===== src/design/mse_pkg.sv =====
`timescale 1ns / 1ps
// mse_pkg: shared types and constants of the multi-stack engine.
// Used by mse_ctrl, mse_dp and multi_stack_engine_unit; depends on nothing.

package mse_pkg;

  localparam int OP_W        = 2;
  localparam int IDX_W       = 3;
  localparam int WORD_W      = 32;
  localparam int STATUS_W    = 2;
  localparam int STACKS_CFG_W = 4;
  localparam int DEPTH_CFG_W = 5;
  localparam int CFG_IDX_W   = 1;
  localparam int CFG_DATA_W  = 5;

  // index space of the stack_index field
  localparam int IDX_SLOTS   = 2 ** IDX_W;

  // a display emits at most this many words, from the top down
  localparam int MAX_RESULTS = 16;
  localparam int REM_W       = $clog2(MAX_RESULTS + 1);

  localparam logic [STACKS_CFG_W-1:0] STACKS_RESET = 4'd8;
  localparam logic [DEPTH_CFG_W-1:0]  DEPTH_RESET  = 5'd16;

  typedef enum logic [OP_W-1:0] {
    OP_PUSH    = 2'd0,
    OP_POP     = 2'd1,
    OP_PEEK    = 2'd2,
    OP_DISPLAY = 2'd3
  } op_t;

  typedef enum logic [STATUS_W-1:0] {
    ST_OK        = 2'd0,
    ST_BAD_INDEX = 2'd1,
    ST_FULL      = 2'd2,
    ST_EMPTY     = 2'd3
  } status_t;

  typedef enum logic [CFG_IDX_W-1:0] {
    CFG_ACTIVE_STACKS = 1'b0,
    CFG_ACTIVE_DEPTH  = 1'b1
  } cfg_reg_t;

  typedef struct packed {
    op_t                      op;
    logic [IDX_W-1:0]         stack_index;
    logic signed [WORD_W-1:0] data_in;
  } in_item_t;

  typedef struct packed {
    status_t                  status;
    logic signed [WORD_W-1:0] data_out;
    logic                     last;
  } out_item_t;

  // controller -> datapath
  typedef struct packed {
    logic accept;  // latch the input item
    logic eval;    // check, update counts, touch memory
    logic emit;    // load the output register
  } mse_cmd_t;

  // datapath -> controller
  typedef struct packed {
    logic out_free;      // output register can take a result this cycle
    logic last_pending;  // pending result is the last one of the item
  } mse_sts_t;

endpackage


===== src/design/multi_stack_engine_unit.sv =====
`timescale 1ns / 1ps
// Multi-stack engine: a bank of LIFO stacks sharing one element memory.
// Channels: input item (in_valid/in_stall/in_item), results
// (out_valid/out_stall/out_item), config writes (cfg_valid/cfg_ready/
// cfg_index/cfg_data). An item transfers when valid is high and stall low.
// Each item gives one result with last set, except display, which gives one
// result per stored word (top first, up to 16) and sets last on the final one.
// The item is latched when it transfers and is evaluated in S_EVAL (checks,
// count update, memory access); its first result is then loaded into the output
// register in S_EMIT, which waits while the output register cannot take it. No
// new item is taken until the last result of the current one is loaded; a
// display loads its results one after another in S_EMIT, walking down the stack.
// The next item may transfer on the edge the last result is loaded.
// A stalled result holds the output register; the block then stops too.
// Reset clears all fill counts (every stack empty), active_stacks to 8 and
// active_depth to 16. Memory contents are not cleared and need no sweep.
// Depends on mse_pkg, mse_ctrl and mse_dp.

module multi_stack_engine_unit #(
  parameter int NUM_STACKS  = 8,
  parameter int STACK_DEPTH = 16
) (
  input  logic                           clk,
  input  logic                           rst,
  input  logic                           in_valid,
  output logic                           in_stall,
  input  mse_pkg::in_item_t              in_item,
  output logic                           out_valid,
  input  logic                           out_stall,
  output mse_pkg::out_item_t             out_item,
  input  logic                           cfg_valid,
  output logic                           cfg_ready,
  input  logic [mse_pkg::CFG_IDX_W-1:0]  cfg_index,
  input  logic [mse_pkg::CFG_DATA_W-1:0] cfg_data
);

  mse_pkg::mse_cmd_t cmd;
  mse_pkg::mse_sts_t sts;

  mse_ctrl u_ctrl (
    .clk      (clk),
    .rst      (rst),
    .in_valid (in_valid),
    .in_stall (in_stall),
    .sts      (sts),
    .cmd      (cmd)
  );

  mse_dp #(
    .NUM_STACKS  (NUM_STACKS),
    .STACK_DEPTH (STACK_DEPTH)
  ) u_dp (
    .clk       (clk),
    .rst       (rst),
    .cfg_valid (cfg_valid),
    .cfg_ready (cfg_ready),
    .cfg_index (cfg_index),
    .cfg_data  (cfg_data),
    .in_item   (in_item),
    .cmd       (cmd),
    .sts       (sts),
    .out_valid (out_valid),
    .out_stall (out_stall),
    .out_item  (out_item)
  );

endmodule


===== src/design/mse_ctrl.sv =====
`timescale 1ns / 1ps
// mse_ctrl: sequencing state machine of the multi-stack engine.
// Depends on mse_pkg; drives mse_dp through mse_cmd_t, reads mse_sts_t.

module mse_ctrl (
  input  logic              clk,
  input  logic              rst,
  input  logic              in_valid,
  output logic              in_stall,
  input  mse_pkg::mse_sts_t sts,
  output mse_pkg::mse_cmd_t cmd
);

  typedef enum logic [2:0] {
    S_IDLE = 3'b001,
    S_EVAL = 3'b010,
    S_EMIT = 3'b100
  } state_t;

  state_t state, state_next;

  always_comb begin
    state_next = state;
    cmd        = '0;
    in_stall   = 1'b1;
    unique case (state)
      S_IDLE: begin
        in_stall = 1'b0;
        if (in_valid) begin
          cmd.accept = 1'b1;
          state_next = S_EVAL;
        end
      end
      S_EVAL: begin
        cmd.eval   = 1'b1;
        state_next = S_EMIT;
      end
      S_EMIT: begin
        if (sts.out_free) begin
          cmd.emit = 1'b1;
          if (sts.last_pending) begin
            // next item may transfer on the same edge as the last result
            in_stall = 1'b0;
            if (in_valid) begin
              cmd.accept = 1'b1;
              state_next = S_EVAL;
            end else begin
              state_next = S_IDLE;
            end
          end
        end
      end
      default: begin
        state_next = S_IDLE;
      end
    endcase
  end

  always_ff @(posedge clk) begin
    if (rst) begin
      state <= S_IDLE;
    end else begin
      state <= state_next;
    end
  end

  a_accept_then_eval: assert property (@(posedge clk) disable iff (rst)
    cmd.accept |=> cmd.eval)
    else $error("accepted item not evaluated next cycle");

  a_eval_then_emit: assert property (@(posedge clk) disable iff (rst)
    cmd.eval |=> (state == S_EMIT))
    else $error("evaluation not followed by result phase");

  a_emit_needs_room: assert property (@(posedge clk) disable iff (rst)
    cmd.emit |-> sts.out_free)
    else $error("result loaded while output register occupied");

endmodule


===== src/design/mse_dp.sv =====
`timescale 1ns / 1ps
// mse_dp: datapath of the multi-stack engine: config registers, fill counts,
// element memory and output register. Depends on mse_pkg; driven by mse_ctrl.

module mse_dp #(
  parameter int NUM_STACKS  = 8,
  parameter int STACK_DEPTH = 16
) (
  input  logic                               clk,
  input  logic                               rst,
  input  logic                               cfg_valid,
  output logic                               cfg_ready,
  input  logic [mse_pkg::CFG_IDX_W-1:0]      cfg_index,
  input  logic [mse_pkg::CFG_DATA_W-1:0]     cfg_data,
  input  mse_pkg::in_item_t                  in_item,
  input  mse_pkg::mse_cmd_t                  cmd,
  output mse_pkg::mse_sts_t                  sts,
  output logic                               out_valid,
  input  logic                               out_stall,
  output mse_pkg::out_item_t                 out_item
);

  // only stacks reachable by the index field get storage
  localparam int USED_STACKS = (NUM_STACKS < mse_pkg::IDX_SLOTS) ? NUM_STACKS
                                                                  : mse_pkg::IDX_SLOTS;
  localparam int MEM_WORDS = USED_STACKS * STACK_DEPTH;
  localparam int ADDR_W    = (MEM_WORDS > 1) ? $clog2(MEM_WORDS) : 1;
  localparam int CNT_W     = $clog2(STACK_DEPTH + 1);
  localparam int SIDX_W    = (USED_STACKS > 1) ? $clog2(USED_STACKS) : 1;
  localparam int CMP_W     = (CNT_W > mse_pkg::DEPTH_CFG_W) ? CNT_W : mse_pkg::DEPTH_CFG_W;
  localparam int REM_W     = mse_pkg::REM_W;

  // configuration
  logic [mse_pkg::STACKS_CFG_W-1:0] active_stacks;
  logic [mse_pkg::DEPTH_CFG_W-1:0]  active_depth;

  // latched item
  mse_pkg::op_t                       op_r;
  logic [mse_pkg::IDX_W-1:0]          idx_r;
  logic signed [mse_pkg::WORD_W-1:0]  data_r;
  logic [ADDR_W-1:0]                  base_r;

  // per-stack fill counts
  logic [CNT_W-1:0] counts [USED_STACKS];

  // element memory
  logic [mse_pkg::WORD_W-1:0] mem [MEM_WORDS];
  logic [mse_pkg::WORD_W-1:0] rd_data;

  // pending result
  mse_pkg::status_t  pend_status;
  logic              use_mem;
  logic [REM_W-1:0]  rem;
  logic [CNT_W-1:0]  ptr;

  // evaluation
  logic [CNT_W-1:0]  cnt, cnt_m1, cnt_new, ptr_m1;
  logic              bad, full, empty;
  logic              ev_we, ev_re, ev_cnt_we, ev_mem;
  mse_pkg::status_t  ev_status;
  logic [REM_W-1:0]  ev_rem;
  logic              emit_re;
  logic [ADDR_W-1:0] wr_addr, rd_addr;

  assign cfg_ready = 1'b1;

  always_ff @(posedge clk) begin
    if (rst) begin
      active_stacks <= mse_pkg::STACKS_RESET;
      active_depth  <= mse_pkg::DEPTH_RESET;
    end else if (cfg_valid && cfg_ready) begin
      unique case (cfg_index)
        mse_pkg::CFG_ACTIVE_STACKS:
          active_stacks <= cfg_data[mse_pkg::STACKS_CFG_W-1:0];
        mse_pkg::CFG_ACTIVE_DEPTH:
          active_depth  <= cfg_data[mse_pkg::DEPTH_CFG_W-1:0];
        default: ;
      endcase
    end
  end

  always_ff @(posedge clk) begin
    if (cmd.accept) begin
      op_r   <= in_item.op;
      idx_r  <= in_item.stack_index;
      data_r <= in_item.data_in;
      base_r <= ADDR_W'(int'(in_item.stack_index) * STACK_DEPTH);
    end
  end

  assign cnt    = counts[idx_r[SIDX_W-1:0]];
  assign cnt_m1 = cnt - 1'b1;
  assign ptr_m1 = ptr - 1'b1;

  assign bad   = (mse_pkg::STACKS_CFG_W'(idx_r) >= active_stacks) ||
                 (int'(idx_r) >= NUM_STACKS);
  // effective depth is min(active_depth, STACK_DEPTH); cnt never passes STACK_DEPTH
  assign full  = (CMP_W'(cnt) >= CMP_W'(active_depth)) ||
                 (cnt == CNT_W'(STACK_DEPTH));
  assign empty = (cnt == '0);

  always_comb begin
    ev_we     = 1'b0;
    ev_re     = 1'b0;
    ev_cnt_we = 1'b0;
    ev_mem    = 1'b0;
    cnt_new   = cnt;
    ev_status = mse_pkg::ST_OK;
    ev_rem    = REM_W'(1);
    priority if (bad) begin
      ev_status = mse_pkg::ST_BAD_INDEX;
    end else if (op_r == mse_pkg::OP_PUSH) begin
      if (full) begin
        ev_status = mse_pkg::ST_FULL;
      end else begin
        ev_we     = 1'b1;
        ev_cnt_we = 1'b1;
        cnt_new   = cnt + 1'b1;
      end
    end else if (empty) begin
      ev_status = mse_pkg::ST_EMPTY;
    end else begin
      ev_re  = 1'b1;
      ev_mem = 1'b1;
      if (op_r == mse_pkg::OP_DISPLAY) begin
        ev_rem = (CMP_W'(cnt) >= CMP_W'(mse_pkg::MAX_RESULTS)) ?
                 REM_W'(mse_pkg::MAX_RESULTS) : REM_W'(cnt);
      end
      if (op_r == mse_pkg::OP_POP) begin
        ev_cnt_we = 1'b1;
        cnt_new   = cnt_m1;
      end
    end
  end

  assign sts.last_pending = (rem == REM_W'(1));
  assign sts.out_free     = !out_valid || !out_stall;

  // display walks down one word per emitted result
  assign emit_re = cmd.emit && !sts.last_pending;
  assign wr_addr = base_r + ADDR_W'(cnt);
  assign rd_addr = cmd.eval ? base_r + ADDR_W'(cnt_m1) : base_r + ADDR_W'(ptr_m1);

  always_ff @(posedge clk) begin
    if (rst) begin
      for (int i = 0; i < USED_STACKS; i++) begin
        counts[i] <= '0;
      end
    end else if (cmd.eval && ev_cnt_we) begin
      counts[idx_r[SIDX_W-1:0]] <= cnt_new;
    end
  end

  always_ff @(posedge clk) begin
    if (cmd.eval && ev_we) begin
      mem[wr_addr] <= data_r;
    end
    if ((cmd.eval && ev_re) || emit_re) begin
      rd_data <= mem[rd_addr];
    end
  end

  always_ff @(posedge clk) begin
    if (cmd.eval) begin
      pend_status <= ev_status;
      use_mem     <= ev_mem;
      rem         <= ev_rem;
      ptr         <= cnt_m1;
    end else if (emit_re) begin
      rem <= rem - 1'b1;
      ptr <= ptr_m1;
    end
  end

  always_ff @(posedge clk) begin
    if (rst) begin
      out_valid <= 1'b0;
    end else if (cmd.emit) begin
      out_valid <= 1'b1;
    end else if (!out_stall) begin
      out_valid <= 1'b0;
    end
  end

  always_ff @(posedge clk) begin
    if (cmd.emit) begin
      out_item.status   <= pend_status;
      out_item.data_out <= use_mem ? rd_data : '0;
      out_item.last     <= sts.last_pending;
    end
  end

  a_error_zero_data: assert property (@(posedge clk) disable iff (rst)
    (cmd.emit && pend_status != mse_pkg::ST_OK) |=> (out_item.data_out == '0))
    else $error("error result carries nonzero data");

  a_walk_in_range: assert property (@(posedge clk) disable iff (rst)
    emit_re |-> (ptr != '0))
    else $error("display walked below the bottom of the stack");

  a_emit_has_result: assert property (@(posedge clk) disable iff (rst)
    cmd.emit |-> (rem != '0))
    else $error("result loaded with no result pending");

endmodule

===== config.mk =====
export PLATFORM = sky130hd
export DESIGN_NAME = multi_stack_engine_unit
export DESIGN_NICKNAME = d
export VERILOG_FILES = /design/src/design/mse_pkg.sv /design/src/design/multi_stack_engine_unit.sv /design/src/design/mse_ctrl.sv /design/src/design/mse_dp.sv
export SDC_FILE = /design/constraint.sdc
export NUM_CORES = 2
export LEC_CHECK = 0
export BUFFER_PORTS_ARGS = -buffer_cell sky130_fd_sc_hd__buf_4
export CAP_MARGIN = 20
export CORE_MARGIN = 2
export CORE_UTILIZATION = 24
export DETAILED_ROUTE_END_ITERATION = 10
export GPL_TIMING_DRIVEN = 0
export PLACE_DENSITY = 0.41
export SYNTH_ARGS = -nofsm -noshare
export SYNTH_HDL_FRONTEND = slang
export SYNTH_MEMORY_MAX_BITS = 65536
export SYNTH_SLANG_ARGS = --single-unit

===== constraint.sdc =====
create_clock -name clk -period 7.88 [get_ports clk]
set_clock_uncertainty 0.05 [all_clocks]
set_input_delay 1.576 -clock clk [delete_from_list [all_inputs] [get_ports clk]]
set_output_delay 1.576 -clock clk [all_outputs]
set_load 0.02 [all_outputs]

==> qor.txt <==
FINISH
------------------------------------------------------------------------------------
Sequential cell area in the final layout                                  128000 um2
Post-route cell area                                                      198000 um2
Fraction of layout instances using a drive strength above 1                    0.162
Area delta synth->final                                                        24.5%
Fill cell total of the finished layout                                         65300
Non-filler instance count after layout                                         19800
NumNets Final                                                                  10800
Multi-input logic area                                                     29400 um2

GLOBAL ROUTING
------------------------------------------------------------------------------------
First-pass GRT wire length                                                 956000 um
Total congestion overflow                                                          0
Via count of the first global-routing pass                                     99000
Antenna violations before repair                                                 101
Pin count of the biggest net entering global routing                              35
Overall fraction of global-route tracks in use                                 0.210

WORST HOLD PATH
------------------------------------------------------------------------------------
Hold Path Cell Cnt                                                                 0
Hold Startpoint                                                         u_dp.pend_status[0]$_SDFFCE_PP1P_
Hold crit path type                                                       reg -> reg
Hold endpoint                                                           u_dp.out_item[33]$_DFFE_PP_

TIMING
------------------------------------------------------------------------------------
Rel. slew slack                                                               0.0966
Count of final hold-check violations                                               0
Period Utilization, post-route                                                  1.01
Post-route worst hold slack                                                   379 ps
FMAX                                                                         125 MHz
Number of max-slew violations in the final report                                  0
Clock period minus worst slack                                               7990 ps
Setup tns final                                                              -269 ps
Crit path setup slack, layout                                                -109 ps
Slew at the pin with the worst max-slew slack                                1350 ps
Count of endpoints failing setup in the final report                               4
Setup repair after global routing missed its margin                               no

SYNTHESIS
------------------------------------------------------------------------------------
Instance count of the mapped netlist                                            9586
Area share of the leading cell type in the synthesized netlist                 0.803
Syn_area_per_cell                                                           16.6 um2
Count of cell types in the netlist                                                84
Synth Net Count                                                                 9652
Largest cells by area after synthesis                                   sky130_fd_sc_hd__edfxtp_1, sky130_fd_sc_hd__o22ai_1, sky130_fd_sc_hd__nor3_1
Seq/Total Area, Yosys                                                          0.805
Cell area after technology mapping                                        159000 um2
Yosys synthesis warning count                                                      0
Count of flip-flops with a built-in enable after synthesis                      4253
Synth Flop Type                                                         sky130_fd_sc_hd__edfxtp_1
Largest area contributor in the synthesized netlist                     sky130_fd_sc_hd__edfxtp_1
Total of flip-flops plus latches after synthesis                                4269
Share of flip-flops with an asynchronous set or reset after synthesis              0

CRITICAL PATH
------------------------------------------------------------------------------------
WS Path Type                                                              reg -> reg
Start of the worst register-to-register path                            u_ctrl.state[0]$_SDFFE_PP1P_
Sort of element at the end of the critical path                                 flop
Worst R2R Path Depth                                                              17
Slowest cell delay on critical path                                          1020 ps
Delay-heaviest family, CP                                               buffers and inverters
Number of buffer and inverter stages on the critical path                          8
Standard cell with the maximum stage delay on the critical path         sky130_fd_sc_hd__nand4_1
Required time reported for the critical path endpoint                        8590 ps
Startpoint types                                                                flop
Worst setup slack for register-to-register paths                             -110 ps
Worst path cell trace                                                   or3b_1, buf_2, clkbuf_2, clkbuf_2, clkbuf_2, buf_2, o21ai_0, ha_1, ha_1, clkbuf_1, nand2b_2, nor2_2, buf_8, buf_2, o21ai_2, nand4_1, or4_4
Reg-to-reg critical path endpoint                                       u_dp.rd_data[13]$_DFFE_PP_
Data arrival at the endpoint of the critical path                            8700 ps
Largest fanout of any net on the critical path                                    10

RUN
------------------------------------------------------------------------------------
Number of violations of the max-capacitance limit                                  0

CLOCKING
------------------------------------------------------------------------------------
Clock network latency to the later pin of the worst-skew pair                1060 ps
Clock slew seen by the registers of the worst setup and hold paths             60 ps
Root Driver                                                             sky130_fd_sc_hd__clkbuf_16
# clock sinks                                                                   4269
Clock buffer count from CTS                                                      467
Htree depth                                                                        5
Maximum buffer depth of the clock tree                                             4
Clock tree from TritonCTS                                                        yes

DIE
------------------------------------------------------------------------------------
Die width                                                                     818 um
Core footprint                                                            662000 um2
Effective utilization at floorplan                                             0.240
Area enclosed by the die boundary                                         670000 um2
Cell Rows                                                                        299
Die Span Y                                                                    818 um
Top Ports                                                                         86

POWER
------------------------------------------------------------------------------------
Static leakage                                                             0.0600 uW
Total power density per cell area                                         257 nW/um2
Power consumption                                                           50900 uW
Worst-case vdd ir drop                                                      0.203 mV

PLACEMENT
------------------------------------------------------------------------------------
HPWL after DPL                                                             526000 um
Cell count after placement                                                     18900
Gp weighted congestion                                                         0.912
Port bufs                                                                         84
Placed Area                                                               183000 um2

ROUTE
------------------------------------------------------------------------------------
Via density per instance                                                        5.31
Vias                                                                          105000
Total detailed-routing wirelength                                          732000 um
Iteration-0 DRC Markers                                                        15900
DRC violation count after routing                                                  0
Post-route ant nets                                                                0
Number of iterations in the first detailed-routing pass                            9
Mean routed wirelength per cell                                              36.9 um

STATUS
------------------------------------------------------------------------------------
Status                                                                  finished with violations
Violated checks                                                         negative setup slack

[what timing repair did]
item | 4_1_cts | 5_1_grt
buffers inserted | 1 | 11
resized for setup | 92 | 8
hold buffers | 0 | 0
pin swaps | 29 | 7
setup endpoints to repair | 4049 | 1159
[cell families after synthesis]
group,synth area share
buf+inv,0.0189
other cells,0.0000236
fa+ha+maj,0.00142
flops,0.805
simple gates,0.0550
xor+xnor,0.000771
mux,0.0112
compound gates,0.108
[flip-flops by register name, indices dropped and copies added (netlist names), named ones only]
signal and count:
u_dp.pend_status 2, u_dp.active_stacks 4, u_dp.out_valid 1, u_dp.base_r 3, u_dp.active_depth 5, u_dp.rem 5, u_dp.counts 40, u_dp.data_r 32
u_dp.use_mem 1, u_ctrl.state 3, u_dp.ptr 5, u_dp.out_item 35, u_dp.mem 4096, u_dp.rd_data 32, u_dp.op_r 2
[cells in the mapped netlist (17+ instances only)]
cell type / count
sky130_fd_sc_hd__or4_1: 28
sky130_fd_sc_hd__ha_1: 18
sky130_fd_sc_hd__buf_2: 186
sky130_fd_sc_hd__buf_1: 136
sky130_fd_sc_hd__o221ai_1: 178
sky130_fd_sc_hd__a221oi_1: 22
sky130_fd_sc_hd__a31oi_1: 24
sky130_fd_sc_hd__nand3_1: 47
sky130_fd_sc_hd__o32ai_1: 32
sky130_fd_sc_hd__nand2_1: 202
sky130_fd_sc_hd__inv_1: 17
sky130_fd_sc_hd__a21oi_1: 112
sky130_fd_sc_hd__a211oi_1: 30
sky130_fd_sc_hd__o41ai_1: 21
sky130_fd_sc_hd__a2111oi_0: 37
sky130_fd_sc_hd__mux2i_1: 65
sky130_fd_sc_hd__mux2_2: 40
sky130_fd_sc_hd__nor2_1: 362
sky130_fd_sc_hd__o21a_1: 18
sky130_fd_sc_hd__nand4_1: 56
sky130_fd_sc_hd__nor4_1: 78
sky130_fd_sc_hd__clkbuf_1: 353
sky130_fd_sc_hd__nor2b_1: 21
sky130_fd_sc_hd__mux4_2: 26
sky130_fd_sc_hd__nor3_1: 884
sky130_fd_sc_hd__edfxtp_1: 4253
sky130_fd_sc_hd__a22oi_1: 39
sky130_fd_sc_hd__o22ai_1: 1826
sky130_fd_sc_hd__o21ai_0: 209
sky130_fd_sc_hd__and2_1: 39
[layer usage]
layer	global-route usage	share of wire	vias to the layer above
li1	-	-	42300
met1	0.279	0.40	55600
met2	0.323	0.44	6073
met3	0.0504	0.095	1363
met4	0.103	0.057	26
met5	0	0.00045	-
[where the power goes]
part	total (uW)	internal [uW]	switching, uW
registers	25200	25100	70.7
clock network	21600	12000	9560
logic	4100	1110	2990
total	50900	38200	12600
[placed cells by master, fill, tap and decap left out, types with 31 or more instances in the layout]
| cell | count |
|---|---|
| sky130_fd_sc_hd__nor2_4 | 132 |
| sky130_fd_sc_hd__mux2i_1 | 63 |
| sky130_fd_sc_hd__o22ai_1 | 1826 |
| sky130_fd_sc_hd__nor2_1 | 233 |
| sky130_fd_sc_hd__clkinv_2 | 82 |
| sky130_fd_sc_hd__clkbuf_16 | 468 |
| sky130_fd_sc_hd__o221ai_1 | 178 |
| sky130_fd_sc_hd__o32ai_1 | 32 |
| sky130_fd_sc_hd__buf_6 | 42 |
| sky130_fd_sc_hd__nand2_1 | 200 |
| sky130_fd_sc_hd__a22oi_1 | 39 |
| sky130_fd_sc_hd__a21oi_1 | 111 |
| sky130_fd_sc_hd__buf_12 | 211 |
| sky130_fd_sc_hd__buf_4 | 130 |
| sky130_fd_sc_hd__diode_2 | 41 |
| sky130_fd_sc_hd__nor3_1 | 882 |
| sky130_fd_sc_hd__nand3_1 | 47 |
| sky130_fd_sc_hd__mux2_2 | 40 |
| sky130_fd_sc_hd__buf_8 | 62 |
| sky130_fd_sc_hd__edfxtp_1 | 4253 |
| sky130_fd_sc_hd__buf_16 | 196 |
| sky130_fd_sc_hd__o21ai_1 | 31 |
| sky130_fd_sc_hd__nor4_1 | 59 |
| sky130_fd_sc_hd__clkinv_1 | 121 |
| sky130_fd_sc_hd__buf_1 | 123 |
| sky130_fd_sc_hd__clkbuf_1 | 435 |
| sky130_fd_sc_hd__nand4_1 | 56 |
| sky130_fd_sc_hd__bufinv_16 | 34 |
| sky130_fd_sc_hd__buf_2 | 203 |
| sky130_fd_sc_hd__and2_1 | 39 |
| sky130_fd_sc_hd__o21ai_0 | 173 |
[stage by stage]
step / setup WS [ps] / utilization
global route: 20.0 / 0.299
CTS: 2.52 / 0.299
global placement: -7320 / 0.258
detailed placement: -2310 / 0.276
finish: -109 / 0.299
floorplan: 1560 / -
[worst max-delay path by stage]
stage | from | to | slack (ps) | cells past startpoint
after floorplan | flop | u_dp.rd_data[0]$_DFFE_PP_ | 1560 | 12
final | u_ctrl.state[0]$_SDFFE_PP1P_ | u_dp.rd_data[13]$_DFFE_PP_ | -110 | 17
after CTS | flop | u_dp.rd_data[13]$_DFFE_PP_ | 3 | 16
after global placement | flop | u_dp.rd_data[10]$_DFFE_PP_ | -7320 | 12
after global routing | flop | u_dp.rd_data[8]$_DFFE_PP_ | 20 | 18
after detailed placement | flop | u_dp.rd_data[3]$_DFFE_PP_ | -2310 | 18
[area by class of cell]
| type | count | area share |
|---|---|---|
| clock inverters | 272 | 0.0126 |
| inverters | 23 | 0.000467 |
| repair buffers | 639 | 0.0603 |
| multi-input cells | 4600 | 0.148 |
| plain buffers | 691 | 0.0151 |
| flip-flops and latches | 4269 | 0.646 |
| diodes | 41 | 0.000518 |
| clock buffers | 581 | 0.0614 |
| well taps | 8729 | 0.0551 |
Note: power is estimated with default switching activity, not from simulation.
